===== config.mk =====
export PLATFORM = sky130hd
export DESIGN_NAME = command_boundary_scanner
export DESIGN_NICKNAME = d
export VERILOG_FILES = /design/src/sv/cbs_pkg.sv /design/src/sv/cbs_stack.sv /design/src/sv/command_boundary_scanner.sv
export SDC_FILE = /design/constraint.sdc
export NUM_CORES = 1
export LEC_CHECK = 0
export BUFFER_PORTS_ARGS = -buffer_cell sky130_fd_sc_hd__buf_2
export CAP_MARGIN = 15
export CORE_ASPECT_RATIO = 0.5
export CORE_MARGIN = 4
export CORE_UTILIZATION = 50
export DETAILED_ROUTE_END_ITERATION = 8
export HOLD_SLACK_MARGIN = 0.03
export PLACE_DENSITY_LB_ADDON = 0.12
export SLEW_MARGIN = 20
export SYNTH_ARGS = -nofsm -noshare
export SYNTH_HDL_FRONTEND = slang
export SYNTH_SLANG_ARGS = --single-unit

===== constraint.sdc =====
create_clock -name clk -period 4.6 [get_ports clk]
set_input_delay 0.23 -clock clk [delete_from_list [all_inputs] [get_ports clk]]
set_output_delay 0.23 -clock clk [all_outputs]
set_load 0.01 [all_outputs]

===== src/sv/cbs_pkg.sv =====
// ----------------------------------------------------------------------------
// cbs_pkg: shared types and constants for the command boundary scanner
// Lexer modes, closer codes, character codes and the stack command bundle.
// ----------------------------------------------------------------------------
package cbs_pkg;

    // default bracket stack depth
    localparam int NEST_DEPTH_DEF = 16;

    // lexer mode, also the encoding seen on the result lex_mode field
    typedef enum logic [1:0] {
        MODE_CODE   = 2'd0,
        MODE_STRING = 2'd1,
        MODE_LINE   = 2'd2,
        MODE_BLOCK  = 2'd3
    } lex_mode_t;

    // closer codes held on the bracket stack
    typedef enum logic [1:0] {
        CL_BRACE = 2'd0,
        CL_BRACK = 2'd1,
        CL_PAREN = 2'd2
    } closer_t;

    // one stack command per processed byte
    typedef struct packed {
        logic    push;
        logic    pop;
        logic    clear;
        closer_t code;
    } stack_op_t;

    // character codes
    localparam logic [7:0] CH_LF     = 8'd10;
    localparam logic [7:0] CH_QUOTE  = 8'd34;
    localparam logic [7:0] CH_HASH   = 8'd35;
    localparam logic [7:0] CH_LPAREN = 8'd40;
    localparam logic [7:0] CH_RPAREN = 8'd41;
    localparam logic [7:0] CH_STAR   = 8'd42;
    localparam logic [7:0] CH_COMMA  = 8'd44;
    localparam logic [7:0] CH_SLASH  = 8'd47;
    localparam logic [7:0] CH_SEMI   = 8'd59;
    localparam logic [7:0] CH_LBRACK = 8'd91;
    localparam logic [7:0] CH_BSLASH = 8'd92;
    localparam logic [7:0] CH_RBRACK = 8'd93;
    localparam logic [7:0] CH_LBRACE = 8'd123;
    localparam logic [7:0] CH_RBRACE = 8'd125;

endpackage


===== src/sv/cbs_stack.sv =====
// ----------------------------------------------------------------------------
// cbs_stack: bracket closer stack
// Entry memory with a cached top entry and a registered read of the entry
// just below it, so a pop can follow a push or pop in the next cycle.
// ----------------------------------------------------------------------------
module cbs_stack
    import cbs_pkg::*;
#(
    parameter int NEST_DEPTH = NEST_DEPTH_DEF,
    parameter int CNT_W      = $clog2(NEST_DEPTH + 1),
    parameter int IDX_W      = (NEST_DEPTH > 1) ? $clog2(NEST_DEPTH) : 1
)
(
    input  logic             clk,
    input  logic             rst_n,
    input  logic             step,
    input  stack_op_t        op,
    output logic [CNT_W-1:0] count,
    output logic [CNT_W-1:0] count_next,
    output closer_t          top
);

    closer_t          mem [NEST_DEPTH];
    logic [CNT_W-1:0] count_reg;
    closer_t          top_reg;
    closer_t          below_reg;
    logic [CNT_W-1:0] below_idx;
    logic             below_ok;
    logic [IDX_W-1:0] rd_addr;

    // next fill count
    always_comb
    begin
        count_next = count_reg;
        if (step)
        begin
            if (op.clear)
                count_next = '0;
            else if (op.push)
                count_next = count_reg + CNT_W'(1);
            else if (op.pop)
                count_next = count_reg - CNT_W'(1);
        end
    end

    // address of the entry that sits below the new top
    always_comb
    begin
        below_ok  = {1'b0, count_next} >= (CNT_W + 1)'(2);
        below_idx = count_next - CNT_W'(2);
        rd_addr   = below_ok ? below_idx[IDX_W-1:0] : '0;
    end

    always_ff @(posedge clk or negedge rst_n)
    begin
        if (!rst_n)
            count_reg <= '0;
        else
            count_reg <= count_next;
    end

    // entry memory, write on push, registered read of the entry below top
    always_ff @(posedge clk)
    begin
        if (step && op.push)
            mem[count_reg[IDX_W-1:0]] <= op.code;
        below_reg <= mem[rd_addr];
    end

    // cached top entry
    always_ff @(posedge clk)
    begin
        if (step && op.push)
            top_reg <= op.code;
        else if (step && op.pop)
            top_reg <= below_reg;
    end

    assign count = count_reg;
    assign top   = top_reg;

endmodule


===== src/sv/command_boundary_scanner.sv =====
// ----------------------------------------------------------------------------
// command_boundary_scanner: marks bytes that end a script command
// Lexes a text byte stream, tracks bracket nesting and flags command ends.
// ----------------------------------------------------------------------------
// One text byte goes in per beat and one result beat comes out per byte, at a
// sustained rate of one byte per clock cycle while the result sink holds
// tready high. A byte is captured in an input register and then processed
// into the result register. The lexer mode, the pending flags and the bracket
// stack count update together in that single step; the stack memory keeps
// its top entry in a register and prefetches the entry below it, so pushes
// and pops may follow each other in consecutive cycles. No clearing pass is
// needed after reset. A result beat carries the echoed byte and nest level
// in tdata, the mismatch, overflow and mode in tuser, and tlast marks a byte
// that ends a command (a top-level comma or semicolon).
// ----------------------------------------------------------------------------
module command_boundary_scanner
    import cbs_pkg::*;
#(
    parameter int NEST_DEPTH = NEST_DEPTH_DEF
)
(
    input  logic        clk,
    input  logic        rst_n,
    input  logic        s_axis_tvalid,
    output logic        s_axis_tready,
    input  logic [7:0]  s_axis_tdata,   // [7:0] text_byte
    output logic        m_axis_tvalid,
    input  logic        m_axis_tready,
    output logic [15:0] m_axis_tdata,   // [7:0] echo_byte, [12:8] nest_level
    output logic        m_axis_tlast,   // command_end
    output logic [3:0]  m_axis_tuser    // [0] nest_mismatch, [1] nest_overflow,
                                        // [3:2] lex_mode
);

    localparam int CNT_W = $clog2(NEST_DEPTH + 1);
    localparam logic [CNT_W-1:0] DEPTH_C = CNT_W'(NEST_DEPTH);

    // input stage
    logic       in_valid_reg, in_valid_next;
    logic [7:0] byte_reg;

    // lexer state
    lex_mode_t  mode_reg, mode_next;
    logic       esc_reg, esc_next;
    logic       slash_reg, slash_next;
    logic       star_reg, star_next;

    // result stage
    logic       out_valid_reg, out_valid_next;
    logic [7:0] echo_reg;
    logic       cmd_end_reg;
    logic       mismatch_reg;
    logic       overflow_reg;
    lex_mode_t  out_mode_reg;
    logic [4:0] level_reg;

    // per-byte decode
    logic       advance;
    logic       code_act;
    logic       cmd_end_c;
    logic       mismatch_c;
    logic       overflow_c;
    stack_op_t  op;
    logic [CNT_W-1:0] stack_count;
    logic [CNT_W-1:0] stack_count_next;
    closer_t    stack_top;
    logic [CNT_W+4:0] level_wide;

    // handshake: move a byte into the result register when it has room
    assign advance        = in_valid_reg && (!out_valid_reg || m_axis_tready);
    assign s_axis_tready  = !in_valid_reg || advance;
    assign in_valid_next  = (s_axis_tvalid && s_axis_tready) ? 1'b1 :
                            (advance ? 1'b0 : in_valid_reg);
    assign out_valid_next = advance ? 1'b1 : (m_axis_tready ? 1'b0 : out_valid_reg);

    // byte acts as plain code: not escaped and not the second half of // or /*
    assign code_act = !esc_reg && (mode_reg == MODE_CODE) &&
                      !(slash_reg && ((byte_reg == CH_STAR) || (byte_reg == CH_SLASH)));

    // next lexer mode and pending flags
    always_comb
    begin
        mode_next  = mode_reg;
        esc_next   = esc_reg;
        slash_next = slash_reg;
        star_next  = star_reg;
        if (esc_reg)
        begin
            esc_next = 1'b0;
        end
        else if (mode_reg == MODE_BLOCK)
        begin
            star_next = 1'b0;
            if (star_reg && (byte_reg == CH_SLASH))
                mode_next = MODE_CODE;
            else if (byte_reg == CH_BSLASH)
                esc_next = 1'b1;
            else if (byte_reg == CH_STAR)
                star_next = 1'b1;
        end
        else if ((mode_reg == MODE_STRING) || (mode_reg == MODE_LINE))
        begin
            if (byte_reg == CH_BSLASH)
                esc_next = 1'b1;
            else if ((mode_reg == MODE_STRING) && (byte_reg == CH_QUOTE))
                mode_next = MODE_CODE;
            else if ((mode_reg == MODE_LINE) && (byte_reg == CH_LF))
                mode_next = MODE_CODE;
        end
        else
        begin
            slash_next = 1'b0;
            if (slash_reg && (byte_reg == CH_STAR))
            begin
                mode_next = MODE_BLOCK;
                star_next = 1'b0;
            end
            else if (slash_reg && (byte_reg == CH_SLASH))
            begin
                mode_next = MODE_LINE;
            end
            else
            begin
                case (byte_reg)
                    CH_BSLASH: esc_next   = 1'b1;
                    CH_HASH:   mode_next  = MODE_LINE;
                    CH_QUOTE:  mode_next  = MODE_STRING;
                    CH_SLASH:  slash_next = 1'b1;
                    default:   ;
                endcase
            end
        end
    end

    // bracket stack commands and result flags
    always_comb
    begin
        op         = '{push: 1'b0, pop: 1'b0, clear: 1'b0, code: CL_BRACE};
        cmd_end_c  = 1'b0;
        mismatch_c = 1'b0;
        overflow_c = 1'b0;
        if (code_act)
        begin
            case (byte_reg)
                CH_LBRACE: op.code = CL_BRACE;
                CH_LBRACK: op.code = CL_BRACK;
                CH_LPAREN: op.code = CL_PAREN;
                CH_RBRACE: op.code = CL_BRACE;
                CH_RBRACK: op.code = CL_BRACK;
                CH_RPAREN: op.code = CL_PAREN;
                default:   op.code = CL_BRACE;
            endcase
            case (byte_reg)
                CH_LBRACE, CH_LBRACK, CH_LPAREN:
                begin
                    if (stack_count == DEPTH_C)
                        overflow_c = 1'b1;
                    else
                        op.push = 1'b1;
                end
                CH_RBRACE, CH_RBRACK, CH_RPAREN:
                begin
                    if ((stack_count != '0) && (stack_top == op.code))
                        op.pop = 1'b1;
                    else
                    begin
                        op.clear   = 1'b1;
                        mismatch_c = 1'b1;
                    end
                end
                CH_COMMA, CH_SEMI:
                    cmd_end_c = (stack_count == '0);
                default: ;
            endcase
        end
    end

    cbs_stack #(
        .NEST_DEPTH (NEST_DEPTH),
        .CNT_W      (CNT_W)
    ) u_stack (
        .clk        (clk),
        .rst_n      (rst_n),
        .step       (advance),
        .op         (op),
        .count      (stack_count),
        .count_next (stack_count_next),
        .top        (stack_top)
    );

    // low five bits of the new bracket count
    assign level_wide = {5'b0, stack_count_next};

    // control registers
    always_ff @(posedge clk or negedge rst_n)
    begin
        if (!rst_n)
        begin
            in_valid_reg  <= 1'b0;
            out_valid_reg <= 1'b0;
            mode_reg      <= MODE_CODE;
            esc_reg       <= 1'b0;
            slash_reg     <= 1'b0;
            star_reg      <= 1'b0;
        end
        else
        begin
            in_valid_reg  <= in_valid_next;
            out_valid_reg <= out_valid_next;
            if (advance)
            begin
                mode_reg  <= mode_next;
                esc_reg   <= esc_next;
                slash_reg <= slash_next;
                star_reg  <= star_next;
            end
        end
    end

    // input byte capture
    always_ff @(posedge clk)
    begin
        if (s_axis_tvalid && s_axis_tready)
            byte_reg <= s_axis_tdata;
    end

    // result register
    always_ff @(posedge clk)
    begin
        if (advance)
        begin
            echo_reg     <= byte_reg;
            cmd_end_reg  <= cmd_end_c;
            mismatch_reg <= mismatch_c;
            overflow_reg <= overflow_c;
            out_mode_reg <= mode_next;
            level_reg    <= level_wide[4:0];
        end
    end

    // result beat packing
    assign m_axis_tvalid = out_valid_reg;
    assign m_axis_tdata  = {3'b000, level_reg, echo_reg};
    assign m_axis_tlast  = cmd_end_reg;
    assign m_axis_tuser  = {out_mode_reg, overflow_reg, mismatch_reg};

    // an empty result stage never blocks the input side
    a_no_idle_stall: assert property (@(posedge clk) disable iff (!rst_n)
        !out_valid_reg |-> s_axis_tready)
        else $error("input stalled while result stage empty");

    // the bracket count stays within the stack depth
    a_count_bound: assert property (@(posedge clk) disable iff (!rst_n)
        stack_count <= DEPTH_C)
        else $error("bracket count beyond stack depth");

    // a mismatched closer leaves the stack empty
    a_mismatch_clears: assert property (@(posedge clk) disable iff (!rst_n)
        advance && mismatch_c |=> stack_count == '0)
        else $error("stack not cleared after mismatch");

    // a command end is only shown at nesting level zero, outside comments and strings
    a_end_top_level: assert property (@(posedge clk) disable iff (!rst_n)
        m_axis_tvalid && m_axis_tlast |-> (level_reg == 5'd0) && (out_mode_reg == MODE_CODE))
        else $error("command end inside brackets or non-code mode");

    // an escape and a pending slash never coexist
    a_pending_excl: assert property (@(posedge clk) disable iff (!rst_n)
        !(esc_reg && slash_reg))
        else $error("escape and slash pending together");

endmodule


# Word level (Yosys, flattened, before mapping)
# Memory sizes are Yosys's and may differ from the RTL's. A register that Yosys moved wholly into a read port is not among the register bits.
# Cells that the tools add are included.
[word_totals] regBits=40 ram_bits=32 in_bits=12 output_inout_bits=23 elab_cells=129 memories=1
[memory_table] name="u_stack.mem" words=16 word_bits=2 read_ports=1 rd_ports_with_merged_regs=1 wr=1 line="cbs_stack.sv:23" source="closer_t mem [NEST_DEPTH];"
[classes] addsub=3 magnitude_cmp=1 n_eq_ne=20 mux=48 n_bitwise=3 n_reduce_logical=38
[ops] operator="equality test 8 x 6 -> 1 bit, second input constant" n=8
[ops] operator="equality test 8 x 7 -> 1 bit, second input constant" n=5
[ops] operator="2-to-1 mux 1 bit" n=27
[ops] operator="2-to-1 mux 2 bit" n=13
[ops] operator="2-to-1 mux 5 bit" n=5
[ops] operator="logical AND 1 bit" n=13
[ops] operator="equality test 8 x 4 -> 1 bit, second input constant" n=1
[ops] operator="case mux 2 bit (2 select lines)" n=2
[ops] operator="AND reduction 4 bit" n=2
[ops] operator="nonzero test 2 bit" n=4
[ops] operator="AND reduction 2 bit" n=3
[ops] operator="OR reduction 2 bit" n=3
[ops] operator="OR reduction 3 bit" n=2
[ops] operator="adder 5 x 1 -> 5 bit, second input constant" n=1
[ops] operator="equality test 5 bit, second input constant" n=1
[ops] operator="greater-or-equal comparator 5 x 2 -> 1 bit, second input constant" n=1
[ops] operator="zero test 5 bit" n=1
[ops] operator="nonzero test 5 bit" n=1
[ops] operator="subtractor 5 x 1 -> 5 bit, second input constant" n=1
[ops] operator="equality test 2 bit, second input constant" n=2
[ops] operator="zero test 1 bit" n=4
[ops] operator="logical OR 1 bit" n=4
[ops] operator="2-to-1 mux 4 bit" n=1
[ops] operator="subtractor 4 x 2 -> 4 bit, second input constant" n=1
[ops] operator="5 further kinds" n=7

# Logic depth before layout (Yosys ltp)
[depth] depth_word=17 mapped_depth=16 mapped_depth_nobuf=15

# By module
# A second synthesis with hierarchy kept.
[unflattened] hier_cells=298 area_unflattened_um2=3807.4
[modules_own_cells] mod="cbs_stack" instances=1 cells_per_inst=156 area_each_um2=2080.7 seq_area_each_um2=1186.1
[modules_own_cells] mod="command_boundary_scanner" instances=1 cells_per_inst=142 area_each_um2=1726.7 seq_area_each_um2=955.9

# Worst setup path after synthesis
# Ideal clock, no wire load.
[synth_timing] kind="register to register" from="reg byte_reg[4]" to="reg u_stack.below_reg[1], read port of u_stack.mem" setup_time_ns=0.122 arrival_time_ns=3.801 t_required_ns=4.478 setup_slack_ns=0.677 stages_incl_launch_ff=16 n_path_buf=3 synth_period_minus_slack_ns=3.923 cell_sequence="edfxtp_1 -> buf_6 -> or4b_4 -> or4_4 -> a2111oi_4 -> buf_6 -> mux2i_1 -> o31ai_4 -> buf_4 -> inv_1 -> ha_1 -> o2111ai_1 -> o211ai_2 -> mux2i_1 -> o21ai_1 -> o32a_1"
[synth_via] elab_chain_len=15 word_cells_on_any_way=32 classes_between="1 x add/sub; 1 x order compare; 9 x eq/ne; 12 x mux; 9 x reduce/logical"
[synth_lines] item="start: declaration" line="command_boundary_scanner.sv:40" source="logic [7:0] byte_reg;"
[synth_lines] item="start signal: assignment" line="command_boundary_scanner.sv:224" source="byte_reg <= s_axis_tdata;"
[synth_lines] item="equality test 8 x 6 -> 1 bit / equality test 8 x 7 -> 1 bit (equally long branches)" line="command_boundary_scanner.sv:144, command_boundary_scanner.sv:153"
[synth_lines] item="OR reduction 2 bit (no source line)"
[synth_lines] item="case mux 2 bit (2 select lines)" line="command_boundary_scanner.sv:144" source="case (byte_reg)"
[synth_lines] item="2-to-1 mux 2 bit" line="command_boundary_scanner.sv:142" source="if (code_act)"
[synth_lines] item="equality test 2 bit" line="command_boundary_scanner.sv:163" source="if ((stack_count != '0) && (stack_top == op.code))"
[synth_lines] item="logical AND 1 bit" line="command_boundary_scanner.sv:163"
[synth_lines] item="2-to-1 mux 1 bit" line="command_boundary_scanner.sv:163"
[synth_lines] item="2-to-1 mux 2 bit" line="command_boundary_scanner.sv:153" source="case (byte_reg)"
[synth_lines] item="2-to-1 mux 5 bit *" line="command_boundary_scanner.sv:142"
[synth_lines] item="2-to-1 mux 5 bit" line="cbs_stack.sv:41" source="else if (op.pop)"
[synth_lines] item="2-to-1 mux 5 bit" line="cbs_stack.sv:39" source="else if (op.push)"
[synth_lines] item="2-to-1 mux 5 bit *" line="cbs_stack.sv:37" source="if (op.clear)"
[synth_lines] item="2-to-1 mux 5 bit *" line="cbs_stack.sv:35" source="if (step)"
[synth_lines] item="named net stack_count_next[1]" line="command_boundary_scanner.sv:65" source="logic [CNT_W-1:0] stack_count_next;"
[synth_lines] item="subtractor 4 x 2 -> 4 bit / greater-or-equal comparator 5 x 2 -> 1 bit (equally long branches)" line="cbs_stack.sv:50, cbs_stack.sv:49"
[synth_lines] item="2-to-1 mux 4 bit *" line="cbs_stack.sv:51" source="rd_addr = below_ok ? below_idx[IDX_W-1:0] : '0;"
[synth_lines] item="end: declaration" line="cbs_stack.sv:26" source="closer_t below_reg;"
# Mark *: on every way through the listed nets, which the timed path passes. The rest lies on a longest branch. The select of a mux whose other input is x is not followed.
# A chain may end at the register's enable or synchronous reset.

# Worst setup path after layout
[layout_timing] from="reg byte_reg[4]" to="reg u_stack.below_reg[0], read port of u_stack.mem"
[layout_via] elab_chain_len=15 word_cells_on_any_way=32 classes_between="1 x add/sub; 1 x order compare; 9 x eq/ne; 12 x mux; 9 x reduce/logical"
[layout_lines] item="equality test 8 x 6 -> 1 bit / equality test 8 x 7 -> 1 bit (equally long branches)" line="command_boundary_scanner.sv:144, command_boundary_scanner.sv:153"
[layout_lines] item="OR reduction 2 bit (no source line)"
[layout_lines] item="case mux 2 bit (2 select lines)" line="command_boundary_scanner.sv:144"
[layout_lines] item="2-to-1 mux 2 bit" line="command_boundary_scanner.sv:142"
[layout_lines] item="equality test 2 bit" line="command_boundary_scanner.sv:163"
[layout_lines] item="logical AND 1 bit" line="command_boundary_scanner.sv:163"
[layout_lines] item="2-to-1 mux 1 bit" line="command_boundary_scanner.sv:163"
[layout_lines] item="2-to-1 mux 2 bit" line="command_boundary_scanner.sv:153"
[layout_lines] item="2-to-1 mux 5 bit *" line="command_boundary_scanner.sv:142"
[layout_lines] item="2-to-1 mux 5 bit" line="cbs_stack.sv:41"
[layout_lines] item="2-to-1 mux 5 bit" line="cbs_stack.sv:39"
[layout_lines] item="2-to-1 mux 5 bit *" line="cbs_stack.sv:37"
[layout_lines] item="2-to-1 mux 5 bit *" line="cbs_stack.sv:35"
[layout_lines] item="subtractor 4 x 2 -> 4 bit / greater-or-equal comparator 5 x 2 -> 1 bit (equally long branches)" line="cbs_stack.sv:50, cbs_stack.sv:49"
[layout_lines] item="2-to-1 mux 4 bit *" line="cbs_stack.sv:51"
# Every way passes the cells marked *; elsewhere a longest branch is shown, timed or not. The select of a mux whose other input is x is not followed.

==> results.py <==
metrics = {
    "layout": {
        "drive_gt1_frac": 0.198,
        "fin_nets": 359,
        "antennaDiodeCount": 0,
        "finalInstanceArea_um2": 4230,
        "largest_reg_flops": 32,
        "syn_to_final_growth_pct": 13.5,
    },
    "critical_path": {
        "path_class": "reg -> reg",
        "cp-end-kind": "flop",
        "cp_slowest_cell": "a2111oi_0",
        "reg2reg_depth": 13,
        "cpMostUsedCell": "a21oi_1",
        "reg2reg_to": "u_stack.below_reg[0]$_DFF_P_",
        "cp-start-kind": "flop",
        "arrival_ns": 4.64,
        "path_max_fanout": 10,
        "crit_chain": "or4b_4, or4_4, a2111oi_0, a21oi_1, o21ai_0, xor2_1, or2_2, ha_1, a32oi_2, nor2_1, a211oi_1, a21oi_1, o221ai_1",
        "rr_startpoint": "byte_reg[4]$_DFFE_PP_",
        "slowest_delay_ns": 0.84,
        "reg2reg_slack_ns": 0.21,
        "cp.required_ns": 4.84,
    },
    "placement": {
        "dpl.hpwl_um": 5730,
        "placed_area_um2": 3940,
        "gp_congestion": 0.889,
        "io_buffers": 31,
    },
    "power": {
        "p_clk_frac": 0.372,
        "p_seq_frac": 0.463,
        "p_per_area_nw_per_um2": 409,
        "p_int_w": 0.00128,
        "comb_power_share": 0.165,
        "p_leak_nw": 1.52,
        "netSwitchingFraction": 0.259,
        "switchingPower_w": 0.000449,
        "vdd_drop_max_uv": 290,
    },
    "clocking": {
        "cts.root.buffer_cell": "clkbuf_16",
        "clkTransAtPathRegs_ns": 0.05,
        "cts.repair.resized": 0,
        "postCtsHoldBufs": 1,
        "clockBufferDepth": 2,
        "cts_tree": "yes",
        "htreeDepth": 3,
        "clock-sinks": 74,
        "insertion_delay_ns": 0.33,
        "cts_made_buffers": 9,
        "cts_setup_buffers": 0,
    },
    "timing": {
        "fin_crit_ns": 4.39,
        "finalSetupViolCount": 0,
        "fin_crit_sh": 0.955,
        "hold_viol_final": 0,
        "finalClockSkew_ns": 0.00550,
        "fin_tns_setup_ns": 0,
        "max-slew-margin-rel": 0.356,
        "rsz0062_at_grt": "false",
        "slew_violations": 0,
        "worst_slew_pin_slew_ns": 0.942,
        "max_freq_ghz": 0.228,
    },
    "synth": {
        "ys_seq_area_frac": 0.574,
        "netlist_area_um2": 3730,
        "ys_top_cells_by_area": "edfxtp_1, dfrtp_1, ha_1",
        "syn_inst": 303,
        "synthArstFlopShare": 0.162,
        "ys_warn_count": 0,
        "ys_seq_elements": 74,
        "yosys.area.top_type": "edfxtp_1",
        "synth_cell_types": 64,
        "synth_top_area_share": 0.483,
        "avgSynthCellArea_um2": 12.3,
        "synth_edf_count": 60,
        "synth_flop_cell": "edfxtp_1",
    },
    "worst_hold_path": {
        "worstHoldPathType": "in -> reg",
        "holdPathStages": 1,
        "min_from": "s_axis_tdata[5]",
        "hold_end": "byte_reg[5]$_DFFE_PP_",
    },
    "routing": {
        "wl_um": 8060,
        "postRouteAntennaNets": 0,
        "vias": 2620,
        "vias_per_cell": 6.02,
        "drt_iter0_drc": 141,
        "drtPass1Iterations": 4,
        "wl_per_cell_um": 18.5,
        "route.detailed.drc": 0,
    },
    "floorplanning": {
        "start_util": 0.536,
        "core_area_um2": 6960,
        "pin_count": 35,
        "fp.dieW_um": 130,
        "die_area_um2": 8990,
        "rows": 21,
        "die_y_um": 69.1,
    },
    "grt": {
        "overflow": 0,
        "grt_pass1_vias": 2607,
        "grt_max_degree": 20,
        "grt_util_all_layers": 0.192,
        "antenna_found_initial": 0,
        "grt_pass1_wl_um": 13200,
    },
    "run_status": {
        "status": "completed",
    },
    "run": {
        "drv_cap": 0,
    },
}
[worst max-delay path: cells and delay by family (launching register included)]
family | cells | cell delay [ns]
simple gates | 4 | 1.51
flops | 1 | 0.52
fa+ha+maj | 1 | 0.27
xor+xnor | 1 | 0.08
compound gates | 7 | 1.91
[cell usage after synthesis (5+ instances only)]
library cell / instances
nand2_1: 18
or3_1: 5
mux2i_1: 5
and3_1: 9
and2_1: 12
a21oi_1: 9
clkbuf_1: 5
o21ai_0: 8
mux2_2: 6
inv_1: 18
nor3_1: 8
edfxtp_1: 60
nand2b_1: 6
dfrtp_1: 12
nand3_1: 12
ha_1: 9
nor2_1: 9
o22ai_1: 8
buf_4: 6
a211oi_1: 8
[stage by stage]
step | instances | hold slack, ns | power, W | utilization | worst slack, ns
floorplan | 305 | -0.0656 | 0.00102 | - | 0.677
global placement | 418 | 0.142 | 0.00109 | 0.566 | 0.558
detailed placement | 418 | 0.151 | 0.00110 | 0.566 | 0.370
CTS | 435 | 0.0600 | 0.00175 | 0.608 | 0.329
global route | 435 | 0.0591 | 0.00182 | 0.608 | 0.0331
finish | 435 | 0.0714 | 0.00173 | 0.608 | 0.206
[power groups by stage]
stage / registers (W) / logic, W / clock network (W)
floorplan: 0.000814 / 0.000206 / 0
global placement: 0.000816 / 0.000272 / 0
detailed placement: 0.000815 / 0.000283 / 0
CTS: 0.000803 / 0.000287 / 0.000660
global route: 0.000810 / 0.000320 / 0.000692
finish: 0.000803 / 0.000286 / 0.000644
[cell families after synthesis]
family | synth area share
flops | 0.574
fa+ha+maj | 0.0302
compound gates | 0.148
other cells | 0.00101
xor+xnor | 0.0141
buf+inv | 0.0413
mux | 0.0346
simple gates | 0.156
[worst max-delay path by stage]
stage / slack (ns) / end / start
detailed placement: 0.37 / u_stack.below_reg[0]$_DFF_P_ / byte_reg[4]$_DFFE_PP_
global route: 0.03 / u_stack.below_reg[0]$_DFF_P_ / byte_reg[4]$_DFFE_PP_
finish: 0.21 / u_stack.below_reg[0]$_DFF_P_ / byte_reg[4]$_DFFE_PP_
global placement: 0.56 / u_stack.below_reg[1]$_DFF_P_ / byte_reg[4]$_DFFE_PP_
CTS: 0.33 / u_stack.below_reg[0]$_DFF_P_ / byte_reg[4]$_DFFE_PP_
floorplan: 0.68 / u_stack.below_reg[1]$_DFF_P_ / byte_reg[4]$_DFFE_PP_
[placed cells by master, fill, tap and decap left out, types with 3 or more instances in the layout]
cell type	n
xnor2_1	3
dfrtp_1	12
inv_1	18
and2_1	12
nor3_1	8
conb_1	3
a21oi_1	9
clkbuf_16	9
nand3_1	12
clkbuf_1	3
a211oi_1	8
edfxtp_1	60
o21ai_0	8
nor4b_1	3
buf_4	3
o22ai_1	8
ha_1	9
and3_1	9
nand2b_1	6
mux2_2	6
xor2_1	3
o211ai_1	3
nand3b_1	3
a211o_1	3
nor2_1	8
mux2i_1	5
buf_2	31
nor4_1	3
nand2_1	18
or3_1	5
[metal layers]
layer,GRT usage,part of all wire
met1,0.259,0.45
met2,0.291,0.47
met3,0.0602,0.056
met4,0.0691,0.022
met5,0,0
[layout make-up]
class	instances	area [um^2]
multi-input combinational	200	1440
clock inverter	2	13.8
fill	542	2730
sequential	74	2140
inverter	18	67.6
clock buffer	14	264
tap	92	115
timing repair buffer	35	188
(Power assumes the default switching activity.)
